--- src/tcp_pkg.sv ---
// Package for the tridiagonal characteristic polynomial evaluator.
// Holds the shared widths, request codes, constants and the accumulator control type.
// No dependencies.
`default_nettype none

package tcp_pkg;

  localparam int unsigned MaxOrderDefault = 16;

  localparam int unsigned ReqW   = 2;
  localparam int unsigned IdxInW = 4;
  localparam int unsigned ValW   = 32;
  localparam int unsigned PolyW  = 64;
  localparam int unsigned OrdCfgW = 5;
  localparam int unsigned AccW   = 128;

  localparam logic [OrdCfgW-1:0] OrderReset = 5'd16;

  localparam logic [ReqW-1:0] ReqLoadDiag = 2'd0;
  localparam logic [ReqW-1:0] ReqLoadOff  = 2'd1;
  localparam logic [ReqW-1:0] ReqEval     = 2'd2;

  // The constant 1.0 in signed Q32.32.
  localparam logic [PolyW-1:0] OneQ32   = 64'h0000_0001_0000_0000;
  localparam logic [AccW-1:0]  AccRound = 128'h8000_0000;
  localparam logic [PolyW-1:0] PolyMax  = 64'h7FFF_FFFF_FFFF_FFFF;
  localparam logic [PolyW-1:0] PolyMin  = 64'h8000_0000_0000_0000;

  localparam logic [2:0] MacLast = 3'd7;

  typedef enum logic [2:0] {
    Sh0  = 3'd0,
    Sh16 = 3'd1,
    Sh32 = 3'd2,
    Sh48 = 3'd3,
    Sh64 = 3'd4
  } shift_e;

  typedef struct packed {
    logic   init;
    logic   add;
    logic   neg;
    shift_e shift;
  } mac_op_t;

  typedef struct packed {
    logic diag;
    logic off;
  } store_we_t;

endpackage

`default_nettype wire

--- src/tcp_mac.sv ---
// Shared 32x32 unsigned multiplier with a registered product and a 128-bit
// signed accumulator that adds or subtracts the shifted product in the cycle after.
// Depends on tcp_pkg.
`default_nettype none

module tcp_mac (
  input  wire                         clk_i,
  input  wire                         rst_ni,
  input  tcp_pkg::mac_op_t            op_i,
  input  wire [31:0]                  opa_i,
  input  wire [31:0]                  opb_i,
  output logic [63:0]                 prod_o,
  output logic [tcp_pkg::AccW-1:0]    acc_o
);

  logic [63:0]               prod_q;
  logic [tcp_pkg::AccW-1:0]  acc_q;
  logic [tcp_pkg::AccW-1:0]  acc_d;
  logic                      tag_add_q;
  logic                      tag_neg_q;
  tcp_pkg::shift_e           tag_sh_q;
  logic [tcp_pkg::AccW-1:0]  ext;
  logic [tcp_pkg::AccW-1:0]  addend;
  logic [tcp_pkg::AccW-1:0]  term;

  assign ext = {64'b0, prod_q};

  always_comb begin
    unique case (tag_sh_q)
      tcp_pkg::Sh0:  addend = ext;
      tcp_pkg::Sh16: addend = ext << 16;
      tcp_pkg::Sh32: addend = ext << 32;
      tcp_pkg::Sh48: addend = ext << 48;
      tcp_pkg::Sh64: addend = ext << 64;
      default:       addend = '0;
    endcase
    term = addend ^ {tcp_pkg::AccW{tag_neg_q}};
    if (op_i.init) begin
      acc_d = tcp_pkg::AccRound;
    end else if (tag_add_q) begin
      acc_d = acc_q + term + {{(tcp_pkg::AccW-1){1'b0}}, tag_neg_q};
    end else begin
      acc_d = acc_q;
    end
  end

  always_ff @(posedge clk_i) begin
    prod_q <= opa_i * opb_i;
    acc_q  <= acc_d;
  end

  always_ff @(posedge clk_i or negedge rst_ni) begin
    if (!rst_ni) begin
      tag_add_q <= 1'b0;
      tag_neg_q <= 1'b0;
      tag_sh_q  <= tcp_pkg::Sh0;
    end else begin
      tag_add_q <= op_i.add;
      tag_neg_q <= op_i.neg;
      tag_sh_q  <= op_i.shift;
    end
  end

  assign prod_o = prod_q;
  assign acc_o  = acc_q;

endmodule

`default_nettype wire

--- config.mk ---
export PLATFORM = sky130hd
export DESIGN_NAME = tcp_mac
export DESIGN_NICKNAME = d
export VERILOG_FILES = /design/src/tcp_pkg.sv /design/src/tcp_mac.sv
export SDC_FILE = /design/constraint.sdc
export NUM_CORES = 2
export LEC_CHECK = 0
export BUFFER_PORTS_ARGS = -buffer_cell sky130_fd_sc_hd__buf_2
export CAP_MARGIN = 5
export CORE_MARGIN = 2
export CORE_UTILIZATION = 60
export CTS_CLUSTER_SIZE = 14
export DETAILED_ROUTE_END_ITERATION = 16
export GPL_TIMING_DRIVEN = 1
export PLACE_DENSITY = 0.74
export SYNTH_ARGS = -nofsm -noshare
export SYNTH_HDL_FRONTEND = slang
export SYNTH_SLANG_ARGS = --single-unit
--- constraint.sdc ---
create_clock -name clk_i -period 14.5 [get_ports clk_i]
set_clock_uncertainty 0.1 [all_clocks]
set_input_delay 0 -clock clk_i [delete_from_list [all_inputs] [get_ports clk_i]]
set_output_delay 0 -clock clk_i [all_outputs]
set_load 0.03 [all_outputs]
After elaboration in Yosys (flattened, before gate mapping). Cells that the tools add are included.

Register bits: 197. Bits in latches: 0. Bits in writable memories: 0. Bits in read-only memories: 0. Bits of input ports: 72. Output and inout bits: 192. Logic and storage cells: 15. Memories kept: 0.

$add $sub $neg: 2. Multipliers: 1. Divide/modulo/power cells: 0. Magnitude comparators: 0. Equal/unequal tests: 4. Shift-type cells: 0. Mux-type cells: 1. Bitwise operators: 1. Reduce and logical (&&, ||, !) cells: 1.

Operators by type and width (number): $pmux 128 s5 (1); $add 128x1->128 (1); $add 128x128->128 (1); $xor 128x128->128 (1); $mul 32x32->64 (1); $eq 3x2->1 const B (2); $eq 3x1->1 const B (1); $eq 3x3->1 const B (1); $logic_not 3->1 (1).

Longest topological paths before layout.
Depth after elaboration: 5. Mapped depth: 31.

Least setup slack after synthesis. OpenSTA, ideal clock, no wires.

Path kind: input-to-reg. Start: input opa_i[19]. End: register prod_q[56], in the netlist prod_o[56]. Setup time: 0.120 ns. Arrival: 6.675 ns. Data required time: 14.280 ns. Slack: 7.605 ns. Stages on the path: 25. Path buffers: 1. Path through: clkbuf_1 -> and2_1 -> fa_1 -> inv_1 -> fa_1 -> fa_1 -> fa_1 -> inv_1 -> fa_1 -> fa_1 -> fa_1 -> fa_1 -> ha_1 -> a21o_1 -> a21o_1 -> a21oi_1 -> o21ai_0 -> a221o_1 -> a41oi_1 -> o31ai_1 -> a21oi_1 -> a21oi_1 -> nor2_1 -> o21ai_0 -> xnor2_1.

Cells in the longest elaborated chain, start to end: 1.

Ends and longest elaborated chain: start, declared (line tcp_mac.sv:10) `input wire [31:0] opa_i,`; $mul 32x32->64 (line tcp_mac.sv:48) `prod_q <= opa_i * opb_i;`; end signal, assigned (line tcp_mac.sv:48); end, declared (line tcp_mac.sv:16) `logic [63:0] prod_q;`.

No other way between the ends. A chain may end at the register's enable or synchronous reset.

Worst setup path after layout.
Start: input opb_i[9]. End: register prod_q[61], in the netlist prod_o[61].

Cells in the longest elaborated chain, start to end: 1.

Ends and longest elaborated chain: start, declared (line tcp_mac.sv:11) `input wire [31:0] opb_i,`; $mul 32x32->64 (line tcp_mac.sv:48).

No other way between the ends.

==> key figures <==
STA
  • Final min period: about 8000 ps
  • Worst hold slack: between 60 and 70 ps
  • Final setup vio count: 0
  • RSZ-0062 raised after global routing: no
  • Final Hold Fails: 0
  • Worst relative slew slack: 0.213
  • Fmax: around 0.12 GHz
  • Max Slew Vio Count: 0
  • Setup TNS: 0 ps
  • Worst-Margin Slew: 1180 ps
  • Final worst-path cycle share: 0.554

Logic synthesis
  • Synth warn: 0
  • Cells after Synth: ~5900
  • Leading area contributor after synthesis: fa_1
  • Top cell type's share of synthesized area: 0.358
  • Post-synth EDFFs: 0
  • Ys flop type: dfxtp_1
  • Distinct cells, synth: 107
  • Top post-synthesis cells by area: fa_1 (36%), ha_1 (9.7%), dfxtp_1 (7.7%)
  • Post-synthesis sequential area ratio: 0.0791
  • Synth Register Bits: 197
  • Avg Cell Area, Syn: around 8.6 um2
  • Synth Cell Area: 50200 um2
  • Syn nets: 7209
  • Async S/R FF share, synth: 0.0254

Drt
  • Antenna Nets Post-Route: 0
  • Via/cell ratio: 6.01
  • Drt initial violations: between 4000 and 5000
  • Via count: 41479
  • DRC: 0
  • Final wirelength: 160000 um
  • Initial DRT Pass Iterations: 6
  • Drt wl/cell: about 23 um

Min path
  • Hold EP: prod_o[0]
  • WHS Path Cells: 2
  • Hold path startpoint: opa_i[0]
  • Type of the tightest min-delay check: in -> reg

Cells and area
  • Most frequent cells in the layout: inv_1 (924), fa_1 (897), nand2_1 (660)
  • Layout fillers: 7214
  • Commonest non-fill, non-tap cell in the layout: inv_1
  • Share of cells above drive strength 1: 0.0658
  • Layout area overhead: 4.34%
  • Final net count: 7168
  • Post-layout util: 0.629

Clock network
  • H-tree depth: 4
  • Max clock buf depth: 2
  • Clk sinks: approximately 200
  • CTS tree: done
  • Root Driver: clkbuf_16
  • Clk slew on worst S/H paths: 80 ps
  • Setup Buffers After CTS: 0
  • Post-CTS Resized: 0
  • CTS Buf Count: 17
  • Hold buffer count at CTS: 8
  • Clk Latency, worst-skew pair: between 400 and 500 ps

Global routing
  • Vias in the first global route: 41442
  • Initial antenna violation count: 4
  • GRT overflow: 0
  • Largest net degree at the start of global routing: 79
  • Total GRT Usage: 0.375
  • First-pass GRT wire length: 247000 um

Placement
  • IO Port Bufs: approximately 260
  • Final GP Congestion: about 1
  • Dpl hpwl: 125000 um

Worst setup path
  • Worst r2r dst: acc_o[123]
  • Worst EP arrival: 8350 ps
  • CP endpoint kind: flop
  • FF-to-FF setup slack: 7730 ps
  • Crit-path max FO: 32
  • RR Startpoint: tag_sh_q[1]
  • Worst Reg-to-Reg Cells: 18
  • Critical Path RT: 14810 ps
  • Crit path kind: in -> reg
  • Critical path startpoint category: input pin

Floorplanning
  • # rows: 106
  • Initial Util: 0.603
  • Number of top-level pins: 264
  • Die span in x: between 200 and 300 um
  • Die H: 293 um
  • Die ar.: about 86000 um2
  • Core box area: 83200 um2

Run status
  • Status: finished, final reports clean

Job
  • Max Cap Viol: 0
worst max path at each step:
stage               startpoint  slack [ps]          to
finish                opb_i[9]        6460  prod_o[61]
global route          opb_i[9]        6110  prod_o[61]
CTS                  opa_i[11]        6610  prod_o[61]
detailed placement   opa_i[11]        6100  prod_o[61]
global placement      opa_i[8]        6280  prod_o[61]
floorplan            opa_i[19]        7610  prod_o[56]
critical path: stages:
cell       delay (ps)
buf_2             660
nand2_1           190
fa_1              440
inv_1              80
fa_1              440
fa_1              530
inv_1              50
fa_1              470
inv_1              50
fa_1              560
inv_1              80
fa_1              530
inv_1              50
fa_1              510
fa_1              420
ha_1              400
nand3_1           110
nor2_1            120
nand4_1           140
a2111oi_1        1030
o2111ai_1         310
a21oi_1           250
o31ai_1           110
o21ai_0           240
o21ai_0           140
o21ai_0           220
xor2_1            160
state kept, by name, summed over array words and instances (netlist names):
signal / count
tag_sh_q: 3
acc_o: 128
tag_neg_q: 1
prod_o: 64
tag_add_q: 1
per-stage QoR:
stage	instance area (um2)	cells	setup WS (ps)
floorplan	50200	5851	7610
global placement	51600	6863	6280
detailed placement	51600	6863	6100
CTS	52300	6903	6610
global route	52300	6904	6110
finish	52300	6905	6460
layer usage:
layer	vias to the layer above	global-route usage	part of all wire
met5	-	0	0.000081
met4	2	0.148	0.044
met3	430	0.0742	0.10
met2	2238	0.573	0.44
met1	20475	0.526	0.41
li1	18334	-	-
cell families (layout without fill, tap and decap cells):
logic type	Yosys count	count (layout)	share of synthesized area
flops	197	197	0.0791
other cells	0	2	0
compound gates	886	886	0.115
fa+ha+maj	1286	1286	0.455
mux	111	111	0.0223
simple gates	1783	1783	0.177
xor+xnor	310	310	0.0541
buf+inv	1278	1250	0.0975
synthesized netlist by cell type (all sizes together), types with 4 or more instances:
master / count
fa: 897
o31a: 7
nor4b: 5
nor3: 38
dfxtp: 192
nor4: 10
xnor2: 220
nand2: 660
a22oi: 35
or4: 4
a22o: 37
and4: 8
o22ai: 4
o21ai: 185
o21a: 24
ha: 389
a221oi: 38
a211oi: 24
nor2: 260
mux2i: 110
o31ai: 15
nand4: 82
a211o: 4
xor2: 90
buf: 30
a21o: 111
nand3: 33
o21bai: 38
inv: 924
a21boi: 9
a31oi: 21
or2: 7
or3: 11
nand2b: 22
o211ai: 9
nor2b: 18
and3: 11
a21oi: 291
clkbuf: 321
and2: 604
dfrtp: 5
area by class of cell:
| class | count | area (um2) | area share |
|---|---|---|---|
| Antenna cell | 2 | 5.00 | 0.0000956 |
| Clock buffer | 17 | 425 | 0.00813 |
| Clock inverter | 15 | 214 | 0.00409 |
| Inverter | 924 | 3470 | 0.0663 |
| Multi-Input combinational cell | 4376 | 41300 | 0.790 |
| Sequential cell | 197 | 3980 | 0.0760 |
| Tap cell | 1080 | 1350 | 0.0258 |
| Timing Repair Buffer | 294 | 1570 | 0.0300 |
Power is left out: the tool's default activity adds up to more than one toggle a clock period on the data nets, which glitch-free logic cannot reach.
