File: config.mk
export PLATFORM = sky130hd
export DESIGN_NAME = tcp_store
export DESIGN_NICKNAME = d
export VERILOG_FILES = /design/src/tcp_pkg.sv /design/src/tcp_store.sv
export SDC_FILE = /design/constraint.sdc
export NUM_CORES = 1
export LEC_CHECK = 0
export BUFFER_PORTS_ARGS = -buffer_cell sky130_fd_sc_hd__buf_2
export CAP_MARGIN = 10
export CORE_MARGIN = 2
export CORE_UTILIZATION = 60
export CTS_BUF_LIST = sky130_fd_sc_hd__clkbuf_8
export DETAILED_ROUTE_END_ITERATION = 10
export GPL_ROUTABILITY_DRIVEN = 0
export PLACE_DENSITY = 0.78
export REMOVE_ABC_BUFFERS = 1
export SETUP_SLACK_MARGIN = 0.05
export SYNTH_ARGS = -nofsm -noshare
export SYNTH_HDL_FRONTEND = slang
export SYNTH_SLANG_ARGS = --single-unit
File: constraint.sdc
create_clock -name clk_i -period 2 [get_ports clk_i]
set_input_delay 0.1 -clock clk_i [delete_from_list [all_inputs] [get_ports clk_i]]
set_output_delay 0.1 -clock clk_i [all_outputs]
set_load 0.05 [all_outputs]
File: src/tcp_pkg.sv
// Package for the tridiagonal characteristic polynomial evaluator.
// Holds the shared widths, request codes, constants and the accumulator control type.
// No dependencies.
`default_nettype none

package tcp_pkg;

  localparam int unsigned MaxOrderDefault = 16;

  localparam int unsigned ReqW   = 2;
  localparam int unsigned IdxInW = 4;
  localparam int unsigned ValW   = 32;
  localparam int unsigned PolyW  = 64;
  localparam int unsigned OrdCfgW = 5;
  localparam int unsigned AccW   = 128;

  localparam logic [OrdCfgW-1:0] OrderReset = 5'd16;

  localparam logic [ReqW-1:0] ReqLoadDiag = 2'd0;
  localparam logic [ReqW-1:0] ReqLoadOff  = 2'd1;
  localparam logic [ReqW-1:0] ReqEval     = 2'd2;

  // The constant 1.0 in signed Q32.32.
  localparam logic [PolyW-1:0] OneQ32   = 64'h0000_0001_0000_0000;
  localparam logic [AccW-1:0]  AccRound = 128'h8000_0000;
  localparam logic [PolyW-1:0] PolyMax  = 64'h7FFF_FFFF_FFFF_FFFF;
  localparam logic [PolyW-1:0] PolyMin  = 64'h8000_0000_0000_0000;

  localparam logic [2:0] MacLast = 3'd7;

  typedef enum logic [2:0] {
    Sh0  = 3'd0,
    Sh16 = 3'd1,
    Sh32 = 3'd2,
    Sh48 = 3'd3,
    Sh64 = 3'd4
  } shift_e;

  typedef struct packed {
    logic   init;
    logic   add;
    logic   neg;
    shift_e shift;
  } mac_op_t;

  typedef struct packed {
    logic diag;
    logic off;
  } store_we_t;

endpackage

`default_nettype wire

File: src/tcp_store.sv
// Diagonal and off-diagonal entry memories with per-entry valid bits.
// Entries that were never written since reset read as zero; reads are registered.
// Depends on tcp_pkg.
`default_nettype none

module tcp_store #(
  parameter int unsigned MAX_ORDER = tcp_pkg::MaxOrderDefault
) (
  input  wire                                 clk_i,
  input  wire                                 rst_ni,
  input  tcp_pkg::store_we_t                  we_i,
  input  wire [$clog2(MAX_ORDER)-1:0]         wr_addr_i,
  input  wire [tcp_pkg::ValW-1:0]             wr_data_i,
  input  wire [$clog2(MAX_ORDER)-1:0]         d_addr_i,
  input  wire [$clog2(MAX_ORDER)-1:0]         e_addr_i,
  output logic [tcp_pkg::ValW-1:0]            d_data_o,
  output logic [tcp_pkg::ValW-1:0]            e_data_o
);

  logic [tcp_pkg::ValW-1:0] d_mem [MAX_ORDER];
  logic [tcp_pkg::ValW-1:0] e_mem [MAX_ORDER-1];
  logic [MAX_ORDER-1:0]     d_vld_q;
  logic [MAX_ORDER-2:0]     e_vld_q;
  logic [tcp_pkg::ValW-1:0] d_rd_q;
  logic [tcp_pkg::ValW-1:0] e_rd_q;
  logic                     d_rd_vld_q;
  logic                     e_rd_vld_q;

  always_ff @(posedge clk_i) begin
    if (we_i.diag) begin
      d_mem[wr_addr_i] <= wr_data_i;
    end
    if (we_i.off) begin
      e_mem[wr_addr_i] <= wr_data_i;
    end
    d_rd_q <= d_mem[d_addr_i];
    e_rd_q <= e_mem[e_addr_i];
  end

  always_ff @(posedge clk_i or negedge rst_ni) begin
    if (!rst_ni) begin
      d_vld_q    <= '0;
      e_vld_q    <= '0;
      d_rd_vld_q <= 1'b0;
      e_rd_vld_q <= 1'b0;
    end else begin
      if (we_i.diag) begin
        d_vld_q[wr_addr_i] <= 1'b1;
      end
      if (we_i.off) begin
        e_vld_q[wr_addr_i] <= 1'b1;
      end
      d_rd_vld_q <= d_vld_q[d_addr_i];
      e_rd_vld_q <= e_vld_q[e_addr_i];
    end
  end

  assign d_data_o = d_rd_vld_q ? d_rd_q : '0;
  assign e_data_o = e_rd_vld_q ? e_rd_q : '0;

endmodule

`default_nettype wire

[Word-level counts from Yosys, hierarchy flattened]
Memory sizes are Yosys's and may differ from the RTL's. A register that Yosys moved wholly into a read port is not among the register bits.
Index checks and enable logic that the tools add are counted.
Operators by class
  order comparisons: 4
  multiplexer cells: 12
  bitwise logic cells: 2
  reductions and logical operators: 1
Operators by type and width (number)
  2-to-1 mux 32 bit: 2
  bitwise OR 16 bit: 1
  < comparator 4 x 5 -> 1 bit (second input constant): 3
  bitwise OR 15 bit: 1
  binary-select mux 1 bit (select 4 bit): 2
  2-to-1 mux 1 bit: 7
  demux 1 bit (select 4 bit): 1
  >= comparator 4 x 1 -> 1 bit (second input constant): 1
  logical AND 1 bit: 1
Storage, ports and cells
  bits in registers: 33
  RAM bits: 992
  input port bits: 48
  output and inout bits: 64
  memories: 2
Memory list
  d_mem: depth 16, width 32, rd ports 1, clocked after memory_dff 1, write ports 1, line tcp_store.sv:20  | logic [tcp_pkg::ValW-1:0] d_mem [MAX_ORDER];
  e_mem: depth 15, width 32, rd ports 1, clocked after memory_dff 1, write ports 1, line tcp_store.sv:21  | logic [tcp_pkg::ValW-1:0] e_mem [MAX_ORDER-1];

[Depth between registers and ports, before layout]
  depth after elaboration: 5
  depth in mapped cells: 8
  mapped depth without buffers: 4

[Worst setup path before layout]
No wires, ideal clock.
  path type: input -> register
  from: input wr_addr_i[2]
  to: memory e_mem[1][0] in the netlist's numbering, enable pin
  arrival time: 2.008 ns
  slack: -0.430 ns
  cell stages on the path: 2
  cell sequence: or3b_2 > nor2_1
RTL lines
  start: declaration: line tcp_store.sv:12  | input wire [$clog2(MAX_ORDER)-1:0] wr_addr_i,
  end: declaration: line tcp_store.sv:21
Straight into the memory's write port.

[Final worst setup path]
  from: register d_rd_vld_q
  to: output d_data_o[9] in the netlist's numbering
Between the ends
  word-level cells in the longest chain between the ends: 1
Ends and longest elaborated chain
  start: declaration: line tcp_store.sv:26  | logic d_rd_vld_q;
  start signal: assignment: line tcp_store.sv:53  | d_rd_vld_q <= d_vld_q[d_addr_i];
  2-to-1 mux 32 bit: line tcp_store.sv:58  | assign d_data_o = d_rd_vld_q ? d_rd_q : '0;
  end: declaration: line tcp_store.sv:16  | output logic [tcp_pkg::ValW-1:0] d_data_o,
Every way passes these cells.

==> flow_summary.rst <==
.. list-table::
   :header-rows: 1

   * - Metric
     - Value
   * - Run status
     - finished, final reports clean
   * - Vias in the first global route
     - 21600
   * - CP Cell Sequence
     - buf_12 -> buf_16 -> and2_4 -> buf_6
   * - Number of slew-limit violations in the final report
     - 0
   * - Total Nets Final
     - 2296
   * - Overall routed net length
     - ~90000 um
   * - Share of cells above drive strength 1
     - 30.1%
   * - Vias per Instance
     - 6.26
   * - Portion of the post-synthesis area used by sequential elements
     - 78.5%
   * - Count of synthesis-stage warnings from yosys
     - 0
   * - Area overhead of the layout relative to synthesis
     - 16.6%
   * - Crit-path slowest cell
     - sky130_fd_sc_hd__dfrtp_2
   * - Post-route non-filler standard cell count
     - between 3000 and 4000
   * - IO buf count
     - 111
   * - Final Hold Fails
     - 0
   * - Pre-CTS setup slack
     - around 0.22 ns
   * - Die Span Y
     - 264 um
   * - Buffer type at the clock tree root
     - sky130_fd_sc_hd__clkbuf_8
   * - Starting Density
     - 60.5%
   * - Max-cap violations
     - 0
   * - Global-route wire length before repair
     - 134000 um
   * - CTS tree
     - yes
   * - Switching power summed over all nets
     - approximately 0.011 W
   * - DRT Pass-1 Iters
     - 8
   * - Peak clock frequency supported by timing
     - 510 MHz
   * - Pwr per Cell Area
     - 997 mW/mm^2
   * - Fraction of power spent switching nets
     - 22.6%
   * - Number of synthesized register bits
     - ~1100
   * - Initial drt markers
     - 2321
   * - Area of the die
     - ~0.07 mm^2
   * - Sinks on Clock Net
     - 1089
   * - Die outline width
     - ~260 um
   * - Final clock skew
     - ~0.034 ns
   * - Count of unique library cells instantiated by Yosys
     - 31
   * - Antenna Nets Post-Route
     - 0
   * - Total number of H-tree levels
     - 4
   * - Buf+Inv Stages, Crit Path
     - 3
   * - Longest individual stage delay on the worst path
     - 0.46 ns
   * - Worst IR Drop VDD
     - 0.000804 V
   * - Reg power frac
     - 54.6%
   * - Clock latency on the worst-skew pair
     - 0.82 ns
   * - Number of fillers in the final layout
     - 3681
   * - Via total after detailed routing
     - between 20000 and 25000
   * - Initial antenna violation count
     - 1
   * - Post-route worst setup slack
     - 0.0395 ns
   * - Transition time at the pin with the least slew margin
     - approximately 1.0 ns
   * - Maximum number of pins on one net before global-route repair
     - 63
   * - Area of the multi-input gates
     - approximately 0.0085 mm^2
   * - Total grt overflow
     - 0
   * - Leakage power summed over all cells
     - ~16 nW
   * - Worst rel slew slack
     - 30.1%
   * - Core occupancy in the finished layout
     - 70.6%
   * - Number of instances in the synthesized netlist
     - slightly below 2000
   * - Area of the mapped netlist
     - 0.0406 mm^2
   * - Required @ worst endpoint
     - ~1.9 ns
   * - Power Internal
     - about 0.037 W
   * - Clock input transition at the sequential cells of the worst setup and hold paths
     - 0.06 ns
   * - Crit end category
     - primary output
   * - Overall global routing resource usage
     - 26.3%
   * - Hold Crit Class
     - in2reg
   * - Total negative setup slack
     - 0 ns
   * - Post-placement cell count
     - 2908
   * - Data arrival at the endpoint of the critical path
     - 1.86 ns
   * - Syn avg cell area
     - 20.9 um^2
   * - FF+latch area
     - between 0.03 and 0.04 mm^2
   * - Path type of the worst setup path
     - reg2out
   * - Final worst path period share
     - 98.0%
   * - Number of endpoints failing setup at the final stage
     - 0
   * - Cell family with most CP delay
     - flip-flops
   * - Part of the total power dissipated in combinational logic
     - between 8 and 9%
   * - # IOs
     - 112
   * - WL per Instance
     - 27.5 um
   * - Buffer levels on the longest clock path
     - 3
   * - HPWL after detailed placement
     - 46800 um
   * - Minimum clock period
     - around 2.0 ns
   * - # rows
     - 95
   * - Highest net fanout along the worst path
     - 8
   * - Floorplan core area
     - 0.0672 mm^2
   * - Sort of element at the start of the critical path
     - flop
   * - Worst hold slack
     - 0.123 ns
   * - Share of total power in the clock network
     - approximately 37%
   * - DRC
     - 0
   * - Setup repair after global routing missed its margin
     - true
   * - Number of buffers created by CTS
     - between 150 and 200
## registers in the layout, indices dropped and copies added, names as in the netlist
signal and flops:
d_mem 512, d_rd_q 32, d_rd_vld_q 1, d_vld_q 16, e_mem 480, e_rd_q 32, e_rd_vld_q 1, e_vld_q 15
## final timing paths
check                                    end     startpoint  cells after the start  slack (ns)
worst max-delay path             d_data_o[9]     d_rd_vld_q                      4        0.04
worst min-delay path            d_mem[7][31]   wr_addr_i[0]                      3        0.12
worst min register to register   e_vld_q[13]    e_vld_q[13]                      1        0.46
max in group asynchronous         e_vld_q[4]         rst_ni                      4        1.34
worst max register to register    e_rd_q[24]  e_mem[12][24]                      5        0.23
min in group asynchronous        d_vld_q[11]         rst_ni                      4        0.44
## metal layers
layer / track usage, % / share of wire (%)
met1: 35.7 / 37
met2: 43.4 / 50
met3: 5.56 / 9.8
met4: 8.71 / 2.4
met5: 0 / 0
## final cells by class
| cell class | instances | share of cell area (%) |
|---|---|---|
| timing repair buffer | 252 | 5.73 |
| antenna | 1 | 0.00528 |
| inverter | 2 | 0.0158 |
| clock buffer | 185 | 5.37 |
| multi-input combinational | 743 | 17.9 |
| clock inverter | 112 | 1.40 |
| sequential | 1089 | 67.3 |
| tap | 873 | 2.31 |
## cells in the mapped netlist
library cell | instances | area share (%)
sky130_fd_sc_hd__a31oi_1 | 31 | 0.48
sky130_fd_sc_hd__a22oi_1 | 98 | 1.8
sky130_fd_sc_hd__o21ai_0 | 1 | 0.012
sky130_fd_sc_hd__o22ai_1 | 31 | 0.48
sky130_fd_sc_hd__nor2b_1 | 35 | 0.54
sky130_fd_sc_hd__edfxtp_1 | 992 | 73
sky130_fd_sc_hd__dfxtp_1 | 64 | 3.2
sky130_fd_sc_hd__buf_6 | 15 | 0.42
sky130_fd_sc_hd__buf_1 | 2 | 0.018
sky130_fd_sc_hd__mux4_2 | 200 | 11
sky130_fd_sc_hd__nand3_1 | 2 | 0.025
sky130_fd_sc_hd__or2_1 | 1 | 0.015
sky130_fd_sc_hd__nand2b_1 | 35 | 0.54
sky130_fd_sc_hd__o211ai_1 | 1 | 0.018
sky130_fd_sc_hd__nor2_1 | 35 | 0.32
sky130_fd_sc_hd__a211o_1 | 31 | 0.67
sky130_fd_sc_hd__mux2i_1 | 65 | 1.6
sky130_fd_sc_hd__and2_1 | 66 | 1.0
sky130_fd_sc_hd__or2_2 | 33 | 0.51
sky130_fd_sc_hd__o21ai_1 | 32 | 0.39
sky130_fd_sc_hd__dfrtp_1 | 33 | 2.0
sky130_fd_sc_hd__buf_2 | 25 | 0.31
sky130_fd_sc_hd__nand3b_1 | 3 | 0.055
sky130_fd_sc_hd__inv_1 | 2 | 0.018
sky130_fd_sc_hd__or3b_2 | 2 | 0.043
sky130_fd_sc_hd__nand2_1 | 38 | 0.35
sky130_fd_sc_hd__buf_4 | 9 | 0.17
sky130_fd_sc_hd__a211oi_1 | 1 | 0.018
sky130_fd_sc_hd__clkbuf_1 | 57 | 0.53
sky130_fd_sc_hd__a21oi_1 | 2 | 0.025
sky130_fd_sc_hd__buf_8 | 1 | 0.037
## logic make-up (layout without fill, tap and decap cells)
kind of cell	Yosys count	in the layout	share of synthesized area, %
mux	265	265	12.7
flops	1089	1089	78.5
buf+inv	111	551	1.49
simple gates	250	250	3.42
compound gates	228	228	3.90
other cells	0	1	0
## stage by stage
step	area [um^2]	power (W)
2_1_floorplan	40000	0.0281
3_3_place_gp	43300	0.0296
3_5_place_dp	43300	0.0297
4_1_cts	47300	0.0475
5_1_grt	47400	0.0487
6_report	47400	0.0472
## repair_timing
action / 4_1_cts / 5_1_grt
hold buffers: 47 / 0
endpoints found under the hold margin: 1080 / 0
cloned: 2 / 0
gates resized for setup: 108 / 15
buffers inserted: 2 / 0
pin swaps: 1 / 0
setup endpoints to repair: 63 / 33
## power by group through the flow
stage,logic [W],clock network (W),registers (W)
6_report,0.00394,0.0175,0.0258
5_1_grt,0.00416,0.0187,0.0258
4_1_cts,0.00393,0.0178,0.0258
3_5_place_dp,0.00349,0,0.0262
3_3_place_gp,0.00339,0,0.0262
2_1_floorplan,0.00191,0,0.0261
## worst reg2reg max path: stages (launching register included)
cell	delay (ns)
sky130_fd_sc_hd__edfxtp_1	0.37
sky130_fd_sc_hd__nor2b_1	0.14
sky130_fd_sc_hd__a211o_1	0.28
sky130_fd_sc_hd__a31oi_1	0.19
sky130_fd_sc_hd__dlygate4sd3_1	0.59
sky130_fd_sc_hd__o21ai_1	0.06
## layout by cell type (no fill, tap or decap), types with 3 or more instances in the layout
cell type                       instances
sky130_fd_sc_hd__or2_2                 33
sky130_fd_sc_hd__buf_2                 56
sky130_fd_sc_hd__nor2_4                32
sky130_fd_sc_hd__bufinv_16              8
sky130_fd_sc_hd__a22oi_1               98
sky130_fd_sc_hd__dfxtp_1               64
sky130_fd_sc_hd__o21ai_1               32
sky130_fd_sc_hd__nand3b_1               3
sky130_fd_sc_hd__and2_4                29
sky130_fd_sc_hd__a211o_1               31
sky130_fd_sc_hd__a31oi_1               31
sky130_fd_sc_hd__clkinv_1              17
sky130_fd_sc_hd__clkinv_2              13
sky130_fd_sc_hd__clkbuf_4              13
sky130_fd_sc_hd__clkinvlp_4             3
sky130_fd_sc_hd__clkbuf_8             186
sky130_fd_sc_hd__buf_8                  5
sky130_fd_sc_hd__nor2b_1               33
sky130_fd_sc_hd__buf_12                53
sky130_fd_sc_hd__mux2i_1               65
sky130_fd_sc_hd__and2_1                35
sky130_fd_sc_hd__inv_1                 72
sky130_fd_sc_hd__buf_6                 27
sky130_fd_sc_hd__nand2b_1              35
sky130_fd_sc_hd__edfxtp_1             992
sky130_fd_sc_hd__buf_4                 49
sky130_fd_sc_hd__mux4_2               200
sky130_fd_sc_hd__o22ai_1               31
sky130_fd_sc_hd__dfrtp_1               32
sky130_fd_sc_hd__nand2_1               38
sky130_fd_sc_hd__dlygate4sd3_1         46
Note: power is estimated with default switching activity, not from simulation.
